==> src/hw/rtl/cpt_pkg.sv <==
`default_nettype none

package cpt_pkg;

  // Input actions
  typedef enum logic [1:0] {
    ACT_CONTACT = 2'd0,
    ACT_AGE     = 2'd1,
    ACT_SWEEP   = 2'd2,
    ACT_REMOVE  = 2'd3
  } action_e;

  // Reported event codes
  typedef enum logic [1:0] {
    EV_ENTER   = 2'd0,
    EV_STAY    = 2'd1,
    EV_EXIT    = 2'd2,
    EV_DROPPED = 2'd3
  } event_e;

  // Configuration register indexes
  localparam int unsigned CfgIdxW = 1;
  typedef enum logic [CfgIdxW-1:0] {
    CFG_EXIT_TIMEOUT = 1'd0,
    CFG_SELF_TRIGGER = 1'd1
  } cfg_idx_e;

  localparam int unsigned  CfgDataW        = 32;
  localparam logic [31:0]  ExitTimeoutRst  = 32'd100000;

  // Sweep reports at most this many exits per transaction
  localparam int unsigned MaxOut   = 16;
  localparam int unsigned ExitCntW = 5;

  // One table slot as held in the slot memory
  typedef struct packed {
    logic [15:0]        partner;
    logic [31:0]        age;
    logic signed [31:0] px;
    logic signed [31:0] py;
    logic signed [31:0] pz;
    logic               trig;
  } entry_t;

  // Per-slot evaluation flags
  typedef struct packed {
    logic hit;
    logic expired;
    logic is_free;
  } eval_t;

  // One result transaction
  typedef struct packed {
    event_e             ev;
    logic               trig;
    logic [15:0]        id;
    logic signed [31:0] x;
    logic signed [31:0] y;
    logic signed [31:0] z;
  } res_t;

endpackage

`default_nettype wire

==> src/hw/rtl/cpt_slot_eval.sv <==
`default_nettype none

// Evaluates one slot read from the table: match, expiry, free, and the
// updated entry for contact hits and aging.
module cpt_slot_eval (
  input  wire cpt_pkg::entry_t      entry_i,
  input  wire                       valid_i,
  input  wire cpt_pkg::action_e     action_i,
  input  wire [15:0]                partner_id_i,
  input  wire [15:0]                delta_time_i,
  input  wire signed [31:0]         point_x_i,
  input  wire signed [31:0]         point_y_i,
  input  wire signed [31:0]         point_z_i,
  input  wire [31:0]                exit_timeout_i,
  output cpt_pkg::eval_t            eval_o,
  output cpt_pkg::entry_t           entry_o
);

  logic [32:0] age_sum;
  logic [31:0] age_sat;

  // Saturating age update
  assign age_sum = {1'b0, entry_i.age} + {17'b0, delta_time_i};
  assign age_sat = age_sum[32] ? 32'hFFFF_FFFF : age_sum[31:0];

  assign eval_o.hit     = valid_i && (entry_i.partner == partner_id_i);
  assign eval_o.expired = valid_i && (entry_i.age > exit_timeout_i);
  assign eval_o.is_free = !valid_i;

  // Contact hit keeps partner and trigger flag, refreshes age and point
  always_comb begin
    entry_o = entry_i;
    if (action_i == cpt_pkg::ACT_CONTACT) begin
      entry_o.age = 32'd0;
      entry_o.px  = point_x_i;
      entry_o.py  = point_y_i;
      entry_o.pz  = point_z_i;
    end else begin
      entry_o.age = age_sat;
    end
  end

endmodule

`default_nettype wire

==> src/hw/rtl/contact_presence_tracker.sv <==
`default_nettype none

// Contact presence tracker: a table of ENTRIES slots naming the partners
// touching this body. Input transactions (in_valid_i / in_stall_o) carry an
// action: contact, age, sweep or remove. Result transactions
// (out_valid_o / out_stall_i) carry enter, stay, exit or dropped events;
// last_o marks the final result of an input. Age, a sweep with nothing
// expired and a remove of an absent partner give no result.
// Each input walks the slot memory, one slot per cycle through its single
// read port unless a sweep pauses. A new input is accepted only once the
// previous input is done and its result, if any, is in the output register;
// a contact or remove hit ends the walk early. A sweep holds one exit back so
// it can mark the last one, and pauses its walk when the output register is
// still full. The output register lets the next input be accepted while a
// result waits. Reset clears every slot's valid flip-flop at once and
// restores the configuration; slot memory contents need no clearing. While
// out_stall_i is high, the result on the outputs holds and a sweep can stall.
// Configuration is written through cfg_we_i / cfg_idx_i / cfg_wdata_i.
module contact_presence_tracker #(
  parameter int unsigned ENTRIES = 16
) (
  input  wire                              clk_i,
  input  wire                              rst_ni,
  // configuration
  input  wire                              cfg_we_i,
  input  wire [cpt_pkg::CfgIdxW-1:0]       cfg_idx_i,
  input  wire [cpt_pkg::CfgDataW-1:0]      cfg_wdata_i,
  // input channel
  input  wire                              in_valid_i,
  output logic                             in_stall_o,
  input  wire [1:0]                        action_i,
  input  wire [15:0]                       partner_id_i,
  input  wire                              partner_trigger_i,
  input  wire signed [31:0]                point_x_i,
  input  wire signed [31:0]                point_y_i,
  input  wire signed [31:0]                point_z_i,
  input  wire [15:0]                       delta_time_i,
  // output channel
  output logic                             out_valid_o,
  input  wire                              out_stall_i,
  output logic [1:0]                       event_res_o,
  output logic                             is_trigger_o,
  output logic [15:0]                      other_id_o,
  output logic signed [31:0]               out_x_o,
  output logic signed [31:0]               out_y_o,
  output logic signed [31:0]               out_z_o,
  output logic                             last_o
);

  localparam int unsigned IdxW = (ENTRIES > 1) ? $clog2(ENTRIES) : 1;
  localparam int unsigned CntW = $clog2(ENTRIES + 1);
  localparam int unsigned ExitCntWL = cpt_pkg::ExitCntW;

  typedef enum logic [3:0] {
    ST_IDLE   = 4'b0001,
    ST_WALK   = 4'b0010,
    ST_FINISH = 4'b0100,
    ST_FLUSH  = 4'b1000
  } state_e;

  state_e state_q, state_d;

  // configuration
  logic [31:0] exit_timeout_q;
  logic        self_trig_q;

  // latched command
  cpt_pkg::action_e   cmd_action_q;
  logic [15:0]        cmd_id_q;
  logic               cmd_trig_q;
  logic signed [31:0] cmd_x_q, cmd_y_q, cmd_z_q;
  logic [15:0]        cmd_dt_q;

  // walk control
  logic [CntW-1:0]     rd_cnt_q, rd_cnt_d;
  logic                ev_valid_q, ev_valid_d;
  logic [IdxW-1:0]     ev_idx_q, ev_idx_d;
  logic                free_found_q, free_found_d;
  logic [IdxW-1:0]     free_idx_q, free_idx_d;
  logic [ExitCntWL-1:0] exit_cnt_q, exit_cnt_d;

  logic [ENTRIES-1:0] valid_q, valid_d;

  // slot memory
  cpt_pkg::entry_t mem_q [ENTRIES];
  cpt_pkg::entry_t rdata_q;
  logic            mem_re;
  logic            mem_we;
  logic [IdxW-1:0] mem_waddr;
  cpt_pkg::entry_t mem_wdata;

  // result holding and output register
  cpt_pkg::res_t pend_q, pend_d;
  logic          pend_valid_q, pend_valid_d;
  cpt_pkg::res_t out_q, out_d;
  logic          out_last_q, out_last_d;
  logic          out_valid_q, out_valid_d;
  logic          out_free;

  cpt_pkg::eval_t  ev;
  cpt_pkg::entry_t upd;
  logic            rd_more;
  logic            proceed;
  logic            in_accept;
  cpt_pkg::res_t   exit_res;
  cpt_pkg::res_t   cmd_res;

  assign in_stall_o = (state_q != ST_IDLE);
  assign in_accept  = in_valid_i && !in_stall_o;
  assign out_free   = !out_valid_q || !out_stall_i;
  assign rd_more    = (rd_cnt_q != CntW'(ENTRIES));

  cpt_slot_eval u_eval (
    .entry_i        (rdata_q),
    .valid_i        (valid_q[ev_idx_q]),
    .action_i       (cmd_action_q),
    .partner_id_i   (cmd_id_q),
    .delta_time_i   (cmd_dt_q),
    .point_x_i      (cmd_x_q),
    .point_y_i      (cmd_y_q),
    .point_z_i      (cmd_z_q),
    .exit_timeout_i (exit_timeout_q),
    .eval_o         (ev),
    .entry_o        (upd)
  );

  // Candidate results
  always_comb begin
    exit_res.ev   = cpt_pkg::EV_EXIT;
    exit_res.trig = rdata_q.trig;
    exit_res.id   = rdata_q.partner;
    exit_res.x    = rdata_q.px;
    exit_res.y    = rdata_q.py;
    exit_res.z    = rdata_q.pz;
    cmd_res.ev    = cpt_pkg::EV_STAY;
    cmd_res.trig  = cmd_trig_q;
    cmd_res.id    = cmd_id_q;
    cmd_res.x     = cmd_x_q;
    cmd_res.y     = cmd_y_q;
    cmd_res.z     = cmd_z_q;
  end

  // A sweep exit needs room to push the held exit forward
  assign proceed = !(ev_valid_q && (cmd_action_q == cpt_pkg::ACT_SWEEP) && ev.expired &&
                     pend_valid_q && !out_free);

  // Sequencer
  always_comb begin
    state_d      = state_q;
    rd_cnt_d     = rd_cnt_q;
    ev_valid_d   = ev_valid_q;
    ev_idx_d     = ev_idx_q;
    free_found_d = free_found_q;
    free_idx_d   = free_idx_q;
    exit_cnt_d   = exit_cnt_q;
    valid_d      = valid_q;
    pend_d       = pend_q;
    pend_valid_d = pend_valid_q;
    out_d        = out_q;
    out_last_d   = out_last_q;
    out_valid_d  = out_valid_q && out_stall_i;
    mem_re       = 1'b0;
    mem_we       = 1'b0;
    mem_waddr    = ev_idx_q;
    mem_wdata    = upd;

    unique case (state_q)
      ST_IDLE: begin
        if (in_accept) begin
          rd_cnt_d     = '0;
          ev_valid_d   = 1'b0;
          free_found_d = 1'b0;
          exit_cnt_d   = '0;
          state_d      = ST_WALK;
        end
      end

      ST_WALK: begin
        if (proceed) begin
          // issue the next slot read
          if (rd_more) begin
            mem_re     = 1'b1;
            rd_cnt_d   = rd_cnt_q + CntW'(1);
            ev_valid_d = 1'b1;
            ev_idx_d   = rd_cnt_q[IdxW-1:0];
          end else begin
            ev_valid_d = 1'b0;
          end
        end

        if (!ev_valid_q && !rd_more) begin
          state_d = ST_FINISH;
        end else if (ev_valid_q && proceed) begin
          unique case (cmd_action_q)
            cpt_pkg::ACT_CONTACT: begin
              if (ev.hit) begin
                mem_we       = 1'b1;
                pend_d       = cmd_res;
                pend_valid_d = 1'b1;
                state_d      = ST_FINISH;
              end else if (ev.is_free && !free_found_q) begin
                free_found_d = 1'b1;
                free_idx_d   = ev_idx_q;
              end
            end
            cpt_pkg::ACT_AGE: begin
              mem_we = !ev.is_free;
            end
            cpt_pkg::ACT_SWEEP: begin
              if (ev.expired) begin
                valid_d[ev_idx_q] = 1'b0;
                if (pend_valid_q) begin
                  out_d       = pend_q;
                  out_last_d  = 1'b0;
                  out_valid_d = 1'b1;
                end
                pend_d       = exit_res;
                pend_valid_d = 1'b1;
                exit_cnt_d   = exit_cnt_q + ExitCntWL'(1);
                if (exit_cnt_q == ExitCntWL'(cpt_pkg::MaxOut - 1)) begin
                  state_d = ST_FINISH;
                end
              end
            end
            cpt_pkg::ACT_REMOVE: begin
              if (ev.hit) begin
                valid_d[ev_idx_q] = 1'b0;
                pend_d            = exit_res;
                pend_valid_d      = 1'b1;
                state_d           = ST_FINISH;
              end
            end
            default: ;
          endcase
        end
      end

      ST_FINISH: begin
        // contact miss: enter into the lowest free slot or drop
        if (cmd_action_q == cpt_pkg::ACT_CONTACT && !pend_valid_q) begin
          pend_d       = cmd_res;
          pend_valid_d = 1'b1;
          if (free_found_q) begin
            pend_d.ev             = cpt_pkg::EV_ENTER;
            valid_d[free_idx_q]   = 1'b1;
            mem_we                = 1'b1;
            mem_waddr             = free_idx_q;
            mem_wdata.partner     = cmd_id_q;
            mem_wdata.age         = 32'd0;
            mem_wdata.px          = cmd_x_q;
            mem_wdata.py          = cmd_y_q;
            mem_wdata.pz          = cmd_z_q;
            mem_wdata.trig        = cmd_trig_q;
          end else begin
            pend_d.ev = cpt_pkg::EV_DROPPED;
          end
        end
        state_d = ST_FLUSH;
      end

      ST_FLUSH: begin
        if (!pend_valid_q) begin
          state_d = ST_IDLE;
        end else if (out_free) begin
          out_d        = pend_q;
          out_last_d   = 1'b1;
          out_valid_d  = 1'b1;
          pend_valid_d = 1'b0;
          state_d      = ST_IDLE;
        end
      end

      default: begin
        state_d = ST_IDLE;
      end
    endcase
  end

  // Control registers
  always_ff @(posedge clk_i or negedge rst_ni) begin
    if (!rst_ni) begin
      state_q      <= ST_IDLE;
      rd_cnt_q     <= '0;
      ev_valid_q   <= 1'b0;
      free_found_q <= 1'b0;
      exit_cnt_q   <= '0;
      valid_q      <= '0;
      pend_valid_q <= 1'b0;
      out_valid_q  <= 1'b0;
    end else begin
      state_q      <= state_d;
      rd_cnt_q     <= rd_cnt_d;
      ev_valid_q   <= ev_valid_d;
      free_found_q <= free_found_d;
      exit_cnt_q   <= exit_cnt_d;
      valid_q      <= valid_d;
      pend_valid_q <= pend_valid_d;
      out_valid_q  <= out_valid_d;
    end
  end

  // Configuration registers
  always_ff @(posedge clk_i or negedge rst_ni) begin
    if (!rst_ni) begin
      exit_timeout_q <= cpt_pkg::ExitTimeoutRst;
      self_trig_q    <= 1'b0;
    end else if (cfg_we_i) begin
      unique case (cfg_idx_i)
        cpt_pkg::CFG_EXIT_TIMEOUT: exit_timeout_q <= cfg_wdata_i[31:0];
        cpt_pkg::CFG_SELF_TRIGGER: self_trig_q    <= cfg_wdata_i[0];
        default: ;
      endcase
    end
  end

  // Payload registers
  always_ff @(posedge clk_i) begin
    if (in_accept) begin
      cmd_action_q <= cpt_pkg::action_e'(action_i);
      cmd_id_q     <= partner_id_i;
      cmd_trig_q   <= partner_trigger_i | self_trig_q;
      cmd_x_q      <= point_x_i;
      cmd_y_q      <= point_y_i;
      cmd_z_q      <= point_z_i;
      cmd_dt_q     <= delta_time_i;
    end
    ev_idx_q   <= ev_idx_d;
    free_idx_q <= free_idx_d;
    pend_q     <= pend_d;
    out_q      <= out_d;
    out_last_q <= out_last_d;
  end

  // Slot memory: one write port, one registered read port
  always_ff @(posedge clk_i) begin
    if (mem_we) begin
      mem_q[mem_waddr] <= mem_wdata;
    end
    if (mem_re) begin
      rdata_q <= mem_q[rd_cnt_q[IdxW-1:0]];
    end
  end

  assign out_valid_o  = out_valid_q;
  assign event_res_o  = out_q.ev;
  assign is_trigger_o = out_q.trig;
  assign other_id_o   = out_q.id;
  assign out_x_o      = out_q.x;
  assign out_y_o      = out_q.y;
  assign out_z_o      = out_q.z;
  assign last_o       = out_last_q;

endmodule

`default_nettype wire

==> config.mk <==
export PLATFORM = sky130hd
export DESIGN_NAME = contact_presence_tracker
export DESIGN_NICKNAME = d
export VERILOG_FILES = /design/src/hw/rtl/cpt_pkg.sv /design/src/hw/rtl/cpt_slot_eval.sv /design/src/hw/rtl/contact_presence_tracker.sv
export SDC_FILE = /design/constraint.sdc
export NUM_CORES = 2
export LEC_CHECK = 0
export BUFFER_PORTS_ARGS = -buffer_cell sky130_fd_sc_hd__buf_2
export CORE_MARGIN = 2
export CORE_UTILIZATION = 35
export DETAILED_ROUTE_END_ITERATION = 16
export SETUP_SLACK_MARGIN = 0.4
export SYNTH_ARGS = -nofsm -noshare
export SYNTH_HDL_FRONTEND = slang
export SYNTH_SLANG_ARGS = --single-unit
==> constraint.sdc <==
create_clock -name clk_i -period 28 [get_ports clk_i]
set_input_delay 5.6 -clock clk_i [delete_from_list [all_inputs] [get_ports clk_i]]
set_output_delay 5.6 -clock clk_i [all_outputs]
set_load 0.03 [all_outputs]
==> reports/metrics.cfg <==
[synthesis]
netlist_area_um2 = 112000
synth_mux_area_frac = 0.135
synth.avg_cell_area_um2 = 19.3
syn_nets = 6045
synth.area.top_cells = edfxtp_1, mux4_2, mux2i_1
synth_xor_area_frac = 0.00234
yosysWarnings = 0
synth_seq_area_share = 0.773
synth_top_area_share = 0.758
ys_types = 72
synthAdderAreaFrac = 0.00653
synth-edff-count = 2835
yosysTopAreaCell = edfxtp_1
synthArstFlopShare = 0.0231
synth_common_cells = edfxtp_1, mux2i_1, mux2_2, o21ai_0, mux4_2
synth-seq-cells = 2902
synthSimpleGateAreaFrac = 0.0168
synth_top_family_by_area = multiplexers
yosysMostFrequentCell = edfxtp_1
synth_cells = 5818
synth-main-ff-cell = edfxtp_1
synth_compound_gate_area_share = 0.0538

[global_route]
overflow = 0
grt_pass1_wl_um = 412000
grtUsageTotal = 0.171
grt_max_degree = 157
antenna_found_initial = 11
grt_pass1_vias = 58500

[timing]
clock.fmax_ghz = 0.108
rsz0062_at_grt = false
period_share = 0.329
hold_violations = 0
fin_setup_tns_ns = 0
fin_crit_ns = 9.22
maxSlewHeadroom = 0.0961
setup_viol = 0
setup_ws_ns = 18.78
finalClockSkew_ns = 0.0574
tightest_slew_ns = 1.36
whs_ns = 0.412
slew_violations = 0

[worst_setup_path]
cp_slowest_cell = buf_4
path_cells = buf_2 > and3_1 > o2111ai_2 > buf_4 > a41oi_1 > nor2_4 > buf_4 > buf_4 > buf_4
critPathTopFamily = buffers and inverters
cp.required_ns = 28.50
cp_max_fo = 58
critPathLaunchType = primary input
cp_num_buf_inv = 5
cpPeakStageDelay_ns = 0.90
cp_data_arrival_time_ns = 9.72
crit_path_end_kind = flop
critical_path_class = in -> reg
cp_common_cell = buf_4

[pwr]
switchingPower_mw = 2.96
leakage_nw = 41.1
switching_share = 0.262
intPower_mw = 8.31
power.density_nw_per_um2 = 87.4
clkPwrFrac = 0.357
peakVddDrop_mv = 0.0640
combPwrFrac = 0.166
power_frac_seq = 0.476

[routing]
avgRoutedWirePerCell_um = 26.6
viasPerCell = 5.35
ant_nets = 0
dr.pass1.iters = 5
drc = 0
wirelength_um = 284000
drtIter0Drc = 5586
vias = 57000

[place]
place_area_um2 = 119000
gp_congestion = 0.799
place_hpwl_um = 154000
dpl_worst_slack_ns = 17.89
port_buffers = 286

[clocking]
path_clk_slew_ns = 0.07
cts_setup_buffers = 0
hold_buffers = 0
cts_tree = built
clkSinkCount = 2902
cts_resized = 0
numCtsBuffers = 304
cts_root_buf = clkbuf_16
htreeDepth = 5
cts.path.max_buffers = 4
insertion_delay_ns = 0.90

[die]
io_pins = 287
rows = 207
coreArea_um2 = 319000
start_util = 0.352
dieArea_um2 = 325000
chipHeight_um = 570
die_w_um = 570

[finish]
area_growth_pct = 14.9
final_nets = 6455
drive_gt1_frac = 0.242
finish.instance_area_um2 = 129000

[job]
cap_violations = 0

[outcome]
status = complete, no violations

[min_path]
hold_class = reg -> reg

-- registers in the layout, summed over array words and instances (netlist names), 4 cells and up --
register,cells
cmd_z_q,32
out_x_o,32
valid_q,16
free_idx_q,4
rd_cnt_q,5
cmd_id_q,16
state_q,4
pend_q,115
cmd_y_q,32
cmd_x_q,32
exit_cnt_q,5
out_y_o,32
exit_timeout_q,32
mem_q,2320
out_z_o,32
other_id_o,16
ev_idx_q,4
cmd_dt_q,16
rdata_q,32
exit_res,113
-- kinds of logic (layout without fill, tap and decap cells) --
group,count (synthesis),in the layout
flops,2902,2902
fa+ha+maj,58,58
xor+xnor,30,30
other cells,0,3
simple gates,422,422
compound gates,948,948
mux,1096,1096
buf+inv,362,1015
-- layout make-up --
type	count	area (um^2)
antenna	3	7.51
clock buffer	368	8030
clock inverter	181	1880
fill	28000	190000
inverter	64	253
multi-input combinational	2554	24300
sequential	2902	86800
tap	4180	5230
timing repair buffer	402	2400
-- layer usage --
layer	vias up	GRT usage	routed length, um
met3	360	0.0245	16600
li1	24600	-	-
met1	30200	0.238	123000
met5	-	0	0
met2	1897	0.282	137000
met4	0	0.0452	7160
-- cell usage in the layout, fill, tap and decap left out, drive strengths merged, types with 16 or more instances in the layout --
cell type  count
a22oi        144
mux2i        440
nand2        267
mux2         360
bufinv        31
ha            57
buf          402
clkbuf       368
dfrtp         60
mux4         296
a221oi       149
xor2          20
nor2          52
a31oi         16
o21ai        340
inv           82
clkinv       120
edfxtp      2835
a21oi        208
-- final timing paths --
kind                                   start                end  slack, ns  depth (start not counted)
worst max-delay path             out_stall_i      mem_q[11][34]      18.78                          9
worst min-delay path              pend_q[12]        out_z_o[12]       0.41                          0
worst max register to register  rdata_q[113]      mem_q[11][34]      21.39                         12
worst min register to register    pend_q[12]        out_z_o[12]       0.41                          0
max in group asynchronous             rst_ni        rd_cnt_q[1]      22.36                          1
min in group asynchronous             rst_ni  exit_timeout_q[6]       4.82                          1
-- worst reg2reg max path: cells and delay by family (launching register included) --
| kind | cells | cell delay, ns |
|---|---|---|
| adder cells (fa/ha/maj) | 1 | 0.39 |
| buffers and inverters | 4 | 2.93 |
| AND/OR/NAND/NOR | 5 | 1.72 |
| AO/OA/AOI/OAI | 2 | 0.51 |
| flip-flops | 1 | 0.65 |
-- power by group through the flow --
stage	Combinational, mW	Sequential [mW]	Clock, mW
2_1_floorplan	1.31	5.39	0
4_1_cts	1.91	5.37	4.11
3_3_place_gp	1.86	5.46	0
3_5_place_dp	1.90	5.46	0
6_report	1.87	5.37	4.03
5_1_grt	2.03	5.38	4.28
-- through the flow --
step	utilization	std cells	power, mW
after floorplan	-	5818	6.70
after global placement	0.374	10100	7.32
after detailed placement	0.374	10100	7.35
after CTS	0.405	10700	11.4
after global routing	0.405	10700	11.7
final	0.405	10700	11.3
(Power assumes the default switching activity.)
